**src/rtl/sorted_timer_event_queue_top_macros.svh**
```systemverilog
// assertion helpers for the timer queue
`ifndef SORTED_TIMER_EVENT_QUEUE_TOP_MACROS_SVH
`define SORTED_TIMER_EVENT_QUEUE_TOP_MACROS_SVH

`ifndef SYNTHESIS

`define STQ_ASSERT(lbl, expr, msg) \
	lbl: assert property (@(posedge clk) disable iff (!arst_n) (expr)) else $error(msg);

`define STQ_ASSERT_SAME(lbl, ante, cons, msg) \
	lbl: assert property (@(posedge clk) disable iff (!arst_n) (ante) |-> (cons)) else $error(msg);

`define STQ_ASSERT_NEXT(lbl, ante, cons, msg) \
	lbl: assert property (@(posedge clk) disable iff (!arst_n) (ante) |=> (cons)) else $error(msg);

`else

`define STQ_ASSERT(lbl, expr, msg)
`define STQ_ASSERT_SAME(lbl, ante, cons, msg)
`define STQ_ASSERT_NEXT(lbl, ante, cons, msg)

`endif

`endif

```
**src/rtl/stq_pkg.sv**
```systemverilog
`timescale 1ns / 1ps
`default_nettype none
package stq_pkg;

	localparam int QUEUE_DEPTH = 16;
	localparam int TAG_BITS    = 8;
	localparam int IDX_W       = $clog2(QUEUE_DEPTH);
	localparam int CNT_W       = $clog2(QUEUE_DEPTH + 1);
	localparam int TIME_W      = 32;
	localparam int DELAY_W     = 31;
	localparam int TAG_IO_W    = 8;
	localparam int KIND_W      = 3;
	localparam int OPCODE_W    = 2;

	typedef logic [TAG_BITS-1:0] tag_t;

	typedef enum logic [OPCODE_W-1:0] {
		OP_ADD    = 2'd0,
		OP_REMOVE = 2'd1,
		OP_QUERY  = 2'd2,
		OP_CHECK  = 2'd3
	} opcode_t;

	typedef enum logic [KIND_W-1:0] {
		KIND_ADD     = 3'd0,
		KIND_REMOVE  = 3'd1,
		KIND_QUERY   = 3'd2,
		KIND_EXPIRED = 3'd3,
		KIND_DELAY   = 3'd4
	} kind_t;

	typedef enum logic [1:0] {
		ST_IDLE,
		ST_ADD,
		ST_FIND,
		ST_CHECK
	} state_t;

	typedef enum logic [1:0] {
		SOP_NONE,
		SOP_INSERT,
		SOP_DELETE
	} store_op_t;

	typedef struct packed {
		store_op_t          op;
		logic [IDX_W-1:0]   pos;
		logic [TIME_W-1:0]  dl;
		tag_t               tag;
	} store_cmd_t;

	typedef struct packed {
		kind_t               kind;
		logic [TAG_IO_W-1:0] tag;
		logic                flag;
		logic                full;
		logic [DELAY_W-1:0]  delay;
		logic                last;
	} result_t;

	typedef struct packed {
		logic             busy;
		logic [CNT_W-1:0] occ;
	} seq_status_t;

	function automatic tag_t tag_in(input logic [TAG_IO_W-1:0] t);
		tag_t r;
		r = '0;
		for (int i = 0; i < TAG_BITS; i++) begin
			if (i < TAG_IO_W) r[i] = t[i];
		end
		return r;
	endfunction

	function automatic logic [TAG_IO_W-1:0] tag_out(input tag_t t);
		logic [TAG_IO_W-1:0] r;
		r = '0;
		for (int i = 0; i < TAG_IO_W; i++) begin
			if (i < TAG_BITS) r[i] = t[i];
		end
		return r;
	endfunction

endpackage
`default_nettype wire

```
**src/rtl/sorted_timer_event_queue_top.sv**
```systemverilog
// add, remove, query: one tag or deadline compare per cycle in the scan over the stored
//   entries; the result waits while the output slot is full
// check: one result per cycle unless the output stalls, one per expired event, then the delay
// next request is taken in the cycle after the last result is loaded
// reset clears occupancy, sequencer and output valid; entries are not cleared
`timescale 1ns / 1ps
`default_nettype none
`include "sorted_timer_event_queue_top_macros.svh"
module sorted_timer_event_queue_top (
	input  wire                                clk,
	input  wire                                arst_n,
	input  wire                                in_valid,
	output logic                               in_ready,
	input  wire logic [stq_pkg::OPCODE_W-1:0]  opcode,
	input  wire logic [stq_pkg::TAG_IO_W-1:0]  event_tag,
	input  wire logic [stq_pkg::TIME_W-1:0]    event_time,
	output logic                               out_valid,
	input  wire                                out_ready,
	output logic [stq_pkg::KIND_W-1:0]         kind,
	output logic [stq_pkg::TAG_IO_W-1:0]       out_tag,
	output logic                               flag,
	output logic                               full_res,
	output logic [stq_pkg::DELAY_W-1:0]        delay,
	output logic                               last
);
	import stq_pkg::*;

	store_cmd_t        cmd;
	logic [IDX_W-1:0]  rd_idx;
	logic [TIME_W-1:0] rd_dl;
	tag_t              rd_tag;
	result_t           res;
	logic              res_load;
	logic              slot_free;
	seq_status_t       status;

	logic    out_valid_q;
	result_t res_q;

	stq_store u_store (
		.clk    (clk),
		.cmd    (cmd),
		.rd_idx (rd_idx),
		.rd_dl  (rd_dl),
		.rd_tag (rd_tag)
	);

	stq_seq u_seq (
		.clk        (clk),
		.arst_n     (arst_n),
		.in_valid   (in_valid),
		.in_ready   (in_ready),
		.opcode     (opcode),
		.event_tag  (event_tag),
		.event_time (event_time),
		.slot_free  (slot_free),
		.res_load   (res_load),
		.res        (res),
		.cmd        (cmd),
		.rd_idx     (rd_idx),
		.rd_dl      (rd_dl),
		.rd_tag     (rd_tag),
		.status     (status)
	);

	assign slot_free = !out_valid_q || out_ready;

	always_ff @(posedge clk or negedge arst_n) begin
		if (!arst_n) begin
			out_valid_q <= 1'b0;
		end else if (res_load) begin
			out_valid_q <= 1'b1;
		end else if (out_ready) begin
			out_valid_q <= 1'b0;
		end
	end

	always_ff @(posedge clk) begin
		if (res_load) res_q <= res;
	end

	assign out_valid = out_valid_q;
	assign kind      = res_q.kind;
	assign out_tag   = res_q.tag;
	assign flag      = res_q.flag;
	assign full_res  = res_q.full;
	assign delay     = res_q.delay;
	assign last      = res_q.last;

	`STQ_ASSERT(a_occ_bound, status.occ <= CNT_W'(QUEUE_DEPTH), "occupancy above depth")
	`STQ_ASSERT_NEXT(a_busy_after_req, in_valid && in_ready, !in_ready, "ready right after request")
	`STQ_ASSERT_SAME(a_expired_busy, out_valid && (kind == KIND_EXPIRED), !in_ready, "idle during expiry")
	`STQ_ASSERT_SAME(a_ready_idle, in_ready, !status.busy, "ready while sequencer busy")

endmodule
`default_nettype wire

```
**src/rtl/stq_store.sv**
```systemverilog
`timescale 1ns / 1ps
`default_nettype none
module stq_store (
	input  wire                                clk,
	input  wire stq_pkg::store_cmd_t           cmd,
	input  wire logic [stq_pkg::IDX_W-1:0]     rd_idx,
	output logic [stq_pkg::TIME_W-1:0]         rd_dl,
	output stq_pkg::tag_t                      rd_tag
);
	import stq_pkg::*;

	logic [TIME_W-1:0] dl_w [QUEUE_DEPTH];
	tag_t              tg_w [QUEUE_DEPTH];

	// each slot loads from its lower-index neighbor on insert, higher-index one on delete
	for (genvar g = 0; g < QUEUE_DEPTH; g++) begin : g_slot
		logic [TIME_W-1:0] dl_q;
		tag_t              tg_q;
		logic [TIME_W-1:0] prev_dl;
		tag_t              prev_tg;
		logic [TIME_W-1:0] next_dl;
		tag_t              next_tg;

		if (g == 0) begin : g_first
			assign prev_dl = cmd.dl;
			assign prev_tg = cmd.tag;
		end else begin : g_mid
			assign prev_dl = dl_w[g-1];
			assign prev_tg = tg_w[g-1];
		end

		if (g == QUEUE_DEPTH - 1) begin : g_lastslot
			assign next_dl = dl_q;
			assign next_tg = tg_q;
		end else begin : g_inner
			assign next_dl = dl_w[g+1];
			assign next_tg = tg_w[g+1];
		end

		always_ff @(posedge clk) begin
			case (cmd.op)
				SOP_INSERT: begin
					if (IDX_W'(g) == cmd.pos) begin
						dl_q <= cmd.dl;
						tg_q <= cmd.tag;
					end else if (IDX_W'(g) > cmd.pos) begin
						dl_q <= prev_dl;
						tg_q <= prev_tg;
					end
				end
				SOP_DELETE: begin
					if (IDX_W'(g) >= cmd.pos) begin
						dl_q <= next_dl;
						tg_q <= next_tg;
					end
				end
				default: begin
				end
			endcase
		end

		assign dl_w[g] = dl_q;
		assign tg_w[g] = tg_q;
	end

	assign rd_dl  = dl_w[rd_idx];
	assign rd_tag = tg_w[rd_idx];

endmodule
`default_nettype wire

```
**src/rtl/stq_seq.sv**
```systemverilog
`timescale 1ns / 1ps
`default_nettype none
module stq_seq (
	input  wire                                 clk,
	input  wire                                 arst_n,
	input  wire                                 in_valid,
	output logic                                in_ready,
	input  wire logic [stq_pkg::OPCODE_W-1:0]   opcode,
	input  wire logic [stq_pkg::TAG_IO_W-1:0]   event_tag,
	input  wire logic [stq_pkg::TIME_W-1:0]     event_time,
	input  wire                                 slot_free,
	output logic                                res_load,
	output stq_pkg::result_t                    res,
	output stq_pkg::store_cmd_t                 cmd,
	output logic [stq_pkg::IDX_W-1:0]           rd_idx,
	input  wire logic [stq_pkg::TIME_W-1:0]     rd_dl,
	input  wire stq_pkg::tag_t                  rd_tag,
	output stq_pkg::seq_status_t                status
);
	import stq_pkg::*;

	state_t            state_q, state_d;
	logic [CNT_W-1:0]  idx_q, idx_d;
	logic [CNT_W-1:0]  occ_q, occ_d;
	opcode_t           op_q;
	tag_t              tag_q;
	logic [TIME_W-1:0] time_q;

	logic [TIME_W-1:0] diff;
	logic              later;
	logic              tag_hit;
	logic              at_end;

	// shared unit: wrap-aware deadline minus reference time
	assign diff    = rd_dl - time_q;
	assign later   = (diff != '0) && !diff[TIME_W-1];
	assign tag_hit = (rd_tag == tag_q);
	assign at_end  = (idx_q == occ_q);
	assign rd_idx  = idx_q[IDX_W-1:0];

	always_ff @(posedge clk or negedge arst_n) begin
		if (!arst_n) begin
			state_q <= ST_IDLE;
			idx_q   <= '0;
			occ_q   <= '0;
		end else begin
			state_q <= state_d;
			idx_q   <= idx_d;
			occ_q   <= occ_d;
		end
	end

	always_ff @(posedge clk) begin
		if (in_valid && in_ready) begin
			op_q   <= opcode_t'(opcode);
			tag_q  <= tag_in(event_tag);
			time_q <= event_time;
		end
	end

	always_comb begin
		state_d   = state_q;
		idx_d     = idx_q;
		occ_d     = occ_q;
		in_ready  = 1'b0;
		res_load  = 1'b0;
		cmd.op    = SOP_NONE;
		cmd.pos   = idx_q[IDX_W-1:0];
		cmd.dl    = time_q;
		cmd.tag   = tag_q;
		res.kind  = KIND_ADD;
		res.tag   = tag_out(tag_q);
		res.flag  = 1'b0;
		res.full  = 1'b0;
		res.delay = '0;
		res.last  = 1'b1;

		case (state_q)
			ST_IDLE: begin
				in_ready = 1'b1;
				if (in_valid) begin
					idx_d = '0;
					case (opcode_t'(opcode))
						OP_ADD:    state_d = ST_ADD;
						OP_REMOVE: state_d = ST_FIND;
						OP_QUERY:  state_d = ST_FIND;
						OP_CHECK:  state_d = ST_CHECK;
						default:   state_d = ST_IDLE;
					endcase
				end
			end
			ST_ADD: begin
				res.kind = KIND_ADD;
				if (occ_q == CNT_W'(QUEUE_DEPTH)) begin
					res.full = 1'b1;
					if (slot_free) begin
						res_load = 1'b1;
						state_d  = ST_IDLE;
					end
				end else if (at_end || later) begin
					// new entry goes after any equal deadlines
					res.flag = (idx_q == '0);
					if (slot_free) begin
						cmd.op   = SOP_INSERT;
						occ_d    = occ_q + 1'b1;
						res_load = 1'b1;
						state_d  = ST_IDLE;
					end
				end else begin
					idx_d = idx_q + 1'b1;
				end
			end
			ST_FIND: begin
				res.kind = (op_q == OP_REMOVE) ? KIND_REMOVE : KIND_QUERY;
				if (at_end) begin
					if (slot_free) begin
						res_load = 1'b1;
						state_d  = ST_IDLE;
					end
				end else if (tag_hit) begin
					res.flag = 1'b1;
					if (slot_free) begin
						if (op_q == OP_REMOVE) begin
							cmd.op = SOP_DELETE;
							occ_d  = occ_q - 1'b1;
						end
						res_load = 1'b1;
						state_d  = ST_IDLE;
					end
				end else begin
					idx_d = idx_q + 1'b1;
				end
			end
			ST_CHECK: begin
				// idx stays at the head throughout
				if (occ_q == '0 || later) begin
					res.kind = KIND_DELAY;
					res.tag  = '0;
					if (occ_q != '0) res.delay = diff[DELAY_W-1:0];
					if (slot_free) begin
						res_load = 1'b1;
						state_d  = ST_IDLE;
					end
				end else begin
					res.kind = KIND_EXPIRED;
					res.tag  = tag_out(rd_tag);
					res.last = 1'b0;
					if (slot_free) begin
						cmd.op   = SOP_DELETE;
						occ_d    = occ_q - 1'b1;
						res_load = 1'b1;
					end
				end
			end
			default: begin
				state_d = ST_IDLE;
			end
		endcase
	end

	assign status.busy = (state_q != ST_IDLE);
	assign status.occ  = occ_q;

endmodule
`default_nettype wire

```
**config.mk**
```make
export PLATFORM = sky130hd
export DESIGN_NAME = sorted_timer_event_queue_top
export DESIGN_NICKNAME = d
export VERILOG_FILES = /design/src/rtl/stq_pkg.sv /design/src/rtl/sorted_timer_event_queue_top.sv /design/src/rtl/stq_store.sv /design/src/rtl/stq_seq.sv
export VERILOG_INCLUDE_DIRS = /design/src /design/src/rtl
export SDC_FILE = /design/constraint.sdc
export NUM_CORES = 2
export LEC_CHECK = 0
export ABC_AREA = 1
export BUFFER_PORTS_ARGS = -buffer_cell sky130_fd_sc_hd__buf_2
export CELL_PAD_IN_SITES_DETAIL_PLACEMENT = 1
export CELL_PAD_IN_SITES_GLOBAL_PLACEMENT = 1
export CORE_MARGIN = 2
export CORE_UTILIZATION = 25
export CTS_CLUSTER_SIZE = 24
export DETAILED_ROUTE_END_ITERATION = 12
export PLACE_DENSITY = 0.45
export RECOVER_POWER = 25
export SYNTH_ARGS = -nofsm -noshare
export SYNTH_HDL_FRONTEND = slang
export SYNTH_HIERARCHICAL = 1
export SYNTH_SLANG_ARGS = --single-unit
export TNS_END_PERCENT = 20
```
**constraint.sdc**
```tcl
create_clock -name clk -period 12.6 [get_ports clk]
set_input_delay 0.63 -clock clk [delete_from_list [all_inputs] [get_ports clk]]
set_output_delay 0.63 -clock clk [all_outputs]
set_load 0.01 [all_outputs]
```
==> metrics.md <==
| Metric | Value |
|---|---|
| Rows | 157 |
| Via density | 4.97 |
| Register Area | ~22000 um2 |
| Synthesized area | 46300 um2 |
| Violated checks | max-capacitance violations, max-slew violations |
| Area of the die | roughly 190000 um2 |
| Die width | around 430 um |
| CTS max path bufs | 3 |
| Post-synth cell types | 42 |
| Fin crit share | 0.807 |
| Post-synthesis mux area share | 0 |
| CP max FO | 103 |
| Die height | 434 um |
| Crit path to | u_store/g_slot[4].next_dl[7] |
| Setup crit start kind | flop |
| LEAKAGE | 0.0222 uW |
| Starting Density | 0.252 |
| Area of the multi-input gates | between 15000 and 20000 um2 |
| Switching Fraction | 0.471 |
| Worst vdd ir | 0.227 mV |
| Worst-margin pin slew | slightly above 3000 ps |
| H-tree levels | 3 |
| Tot Pwr | 14900 uW |
| Worst slew margin | -1.03 |
| Reg-to-Reg End | u_store/g_slot[4].next_dl[7] |
| Setup TNS | 0 ps |
| Gr usage total | 0.225 |
| Filler cell count in the final layout | ~22000 |
| Final setup violation count | 0 |
| Post-synthesis net count | 6259 |
| Vias in the first global route | 43400 |
| Synth Register Bits | between 700 and 800 |
| R2r setup slk | 2430 ps |
| Residual DRC count | 0 |
| Post-synthesis cell count | slightly above 6000 |
| Final Hold Fails | 0 |
| Pwr/cell area | 288 nW/um2 |
| 1st-iter DRT viols | 3037 |
| Largest family of logic cells by synthesized area | simple AND/OR/NAND/NOR gates |
| Max Clock Skew | 36.8 ps |
| CTS Hold Buffers Added | 1 |
| Most frequent cells in the layout | nand2_1, inv_1, edfxtp_1 |
| Clk pwr share | 0.187 |
| Critical path origin | u_seq/idx_q[1] |
| Layout cell share with drive strength beyond 1 | 0.0548 |
| Clock Latency Late Sink | around 740 ps |
| Clock tree sinks | 740 |
| Area Growth Syn to Fin | 12.0% |
| Post-CTS resize count | 0 |
| Post-synth top area share | 0.472 |
| Largest cells by area after synthesis | edfxtp_1, nand2_1, inv_1 |
| Port Buffers | 92 |
| Fmax | 98.3 MHz |
| Worst setup EP type | flop |
| Root Driver | clkbuf_16 |
| Max-cap viol count | 8 |
| Internal Pwr Total | between 7000 and 8000 uW |
| Wire per inst | about 25 um |
| Post-route minimum period | roughly 10000 ps |
| DP Wirelength | around 130 mm |
| Post-synth top area cell | edfxtp_1 |
| Xor-xnor portion of the synthesized cell area | 0.00379 |
| Reg2reg path depth | 29 |
| Fin. max-slew vios | 257 |
| Adder-Cell Fraction of Synth Area | 0.0128 |
| Commonest non-fill, non-tap cell in the layout | nand2_1 |
| WS Path Type | reg2reg |
| DR vias | 42300 |
| Antenna violation net count after detailed routing | 0 |
| GP Congestion | 0.785 |
| Antenna violations before repair | 2 |
| Worst path max stage delay | 1840 ps |
| Seq/Total Area, Yosys | 0.479 |
| Part of the power in registers | 0.348 |
| Most common cell on crit path | nand2_1 |
| Status | finished with violations |
| CTS tree | yes |
| Syn_area_per_cell | 7.50 um2 |
| Drt pass-1 iters | 5 |
| CTS Buf Count | 100 |
| CP max-delay cell | clkbuf_1 |
| Ys Warns | 6 |
| CP arrival | 10510 ps |
| Gr ovfl total | 0 |
| Synth Area in Compound Gates | 0.123 |
| Worst reg2reg path startpoint | u_seq/idx_q[1] |
| Largest net degree at the start of global routing | 225 |
| IO Count | between 90 and 100 |
| Comb pwr share | 0.465 |
| Core area | 183000 um2 |
| Final #Nets | approximately 6100 |
| Hold Path Class | in2reg |
| Required @ worst endpoint | 12940 ps |
| Post-CTS setup buffers | 0 |
| RSZ-0062 raised after global routing | no |
| First-pass GRT wire length | 310 mm |
| P_sw | between 7000 and 8000 uW |
| Simple-gate share of the synthesized area | 0.274 |
| Detailed Route WL | 214 mm |
| Worst-path clk slew | 60 ps |
| N_diodes | 0 |
==> cells in the mapped netlist <==
master,n
a21oi_1,38
nand3_1,568
nor3_2,1
or2_4,1
o21ai_1,74
nand2_4,1
nand3_2,1
nor2_2,1
o211ai_1,160
inv_1,791
nand2_1,2023
a21oi_2,17
nand4_1,8
buf_1,30
clkbuf_1,335
buf_4,10
nand3b_1,4
xnor2_1,8
nor4_1,2
a21boi_2,1
o22ai_1,1
buf_6,2
and3_1,2
nor2_1,492
or2_2,18
o31ai_1,2
nor3_1,12
xor2_1,12
o21ai_0,226
a31oi_1,402
and2_1,3
edfxtp_1,727
fa_1,2
a22o_1,4
inv_2,14
dfrtp_1,13
a21boi_1,1
o21bai_1,6
buf_2,102
clkinv_1,1
nand2_2,7
ha_1,44
==> state kept, by name, summed over array words and instances, names as in the netlist <==
name and cells:
u_store/g_slot.prev_tg 8, full_res 1, u_seq/occ_q 5, last 1
u_store/g_slot.next_tg 104, u_store/g_slot.dl_q 64, u_store/g_slot.next_dl 416, u_store/g_slot.tg_q 16
u_seq/op_q 2, u_store/g_slot.prev_dl 32, u_seq/state_q 2, u_seq/idx_q 5
out_valid 1, flag 1, u_seq/tag_q 8, out_tag 8
delay 31, kind 3, u_seq/time_q 32
==> cell type report <==
cell class	instances	share of cell area
clock buffer	130	0.0513
clock inverter	51	0.00765
inverter	806	0.0589
multi-input combinational	4142	0.373
sequential	740	0.428
tap	2464	0.0595
timing repair buffer	176	0.0221
==> worst min path at each step <==
stage | from | endpoint | slack [ps] | depth (start not counted)
after global placement | out_valid | out_valid | 540 | 2
after CTS | event_time[31] | u_seq/time_q[31] | 4 | 1
final | event_tag[0] | u_seq/tag_q[0] | 70 | 1
after detailed placement | out_valid | out_valid | 550 | 2
after floorplan | arst_n | out_valid | 330 | 0
after global routing | event_time[31] | u_seq/time_q[31] | 20 | 1
==> per-layer routing <==
layer / up-vias / wire, um / global-route usage
met2: 740 / 102000 / 0.381
met4: 0 / 4300 / 0.0439
met3: 203 / 6660 / 0.0223
met5: - / 0 / 0
met1: 21500 / 101000 / 0.309
li1: 19900 / - / -
==> logic make-up (layout without fill, tap and decap cells) <==
family                     Yosys count  after routing
xor gates and xnor gates            20             20
AOI/OAI and AO/OA                  932            932
adders and majority gates           46             46
DFF                                740            740
buffers and inverters             1285           1163
and+or+nand+nor                   3144           3144
==> per-stage QoR <==
step / setup WS (ps) / hold slack [ps] / instances / cell area, um2 / utilization
floorplan: 4580 / 334 / 6167 / 46300 / -
global placement: 3670 / 545 / 8327 / 48900 / 0.267
detailed placement: 3570 / 555 / 8327 / 48900 / 0.267
CTS: 3540 / 4.04 / 8509 / 52000 / 0.283
global route: 1920 / 19.3 / 8509 / 51800 / 0.282
finish: 2430 / 67.4 / 8509 / 51800 / 0.282
==> power by group through the flow <==
| stage | clock network [uW] | logic [uW] | registers (uW) |
|---|---|---|---|
| 2_1_floorplan | 0 | 4440 | 4930 |
| 3_5_place_dp | 0 | 7120 | 5230 |
| 6_report | 2800 | 6950 | 5190 |
| 4_1_cts | 2890 | 7150 | 5200 |
| 5_1_grt | 2970 | 7770 | 5340 |
| 3_3_place_gp | 0 | 7070 | 5230 |
==> worst max-delay path: cells and delay by family, from the launching register on <==
kind	cells	cell delay, ps
AND/OR/NAND/NOR	20	4110
buffers and inverters	5	3360
adder cells (fa/ha/maj)	2	570
flip-flops	1	470
AO/OA/AOI/OAI	2	1080
Power figures use the tool's default switching activity.
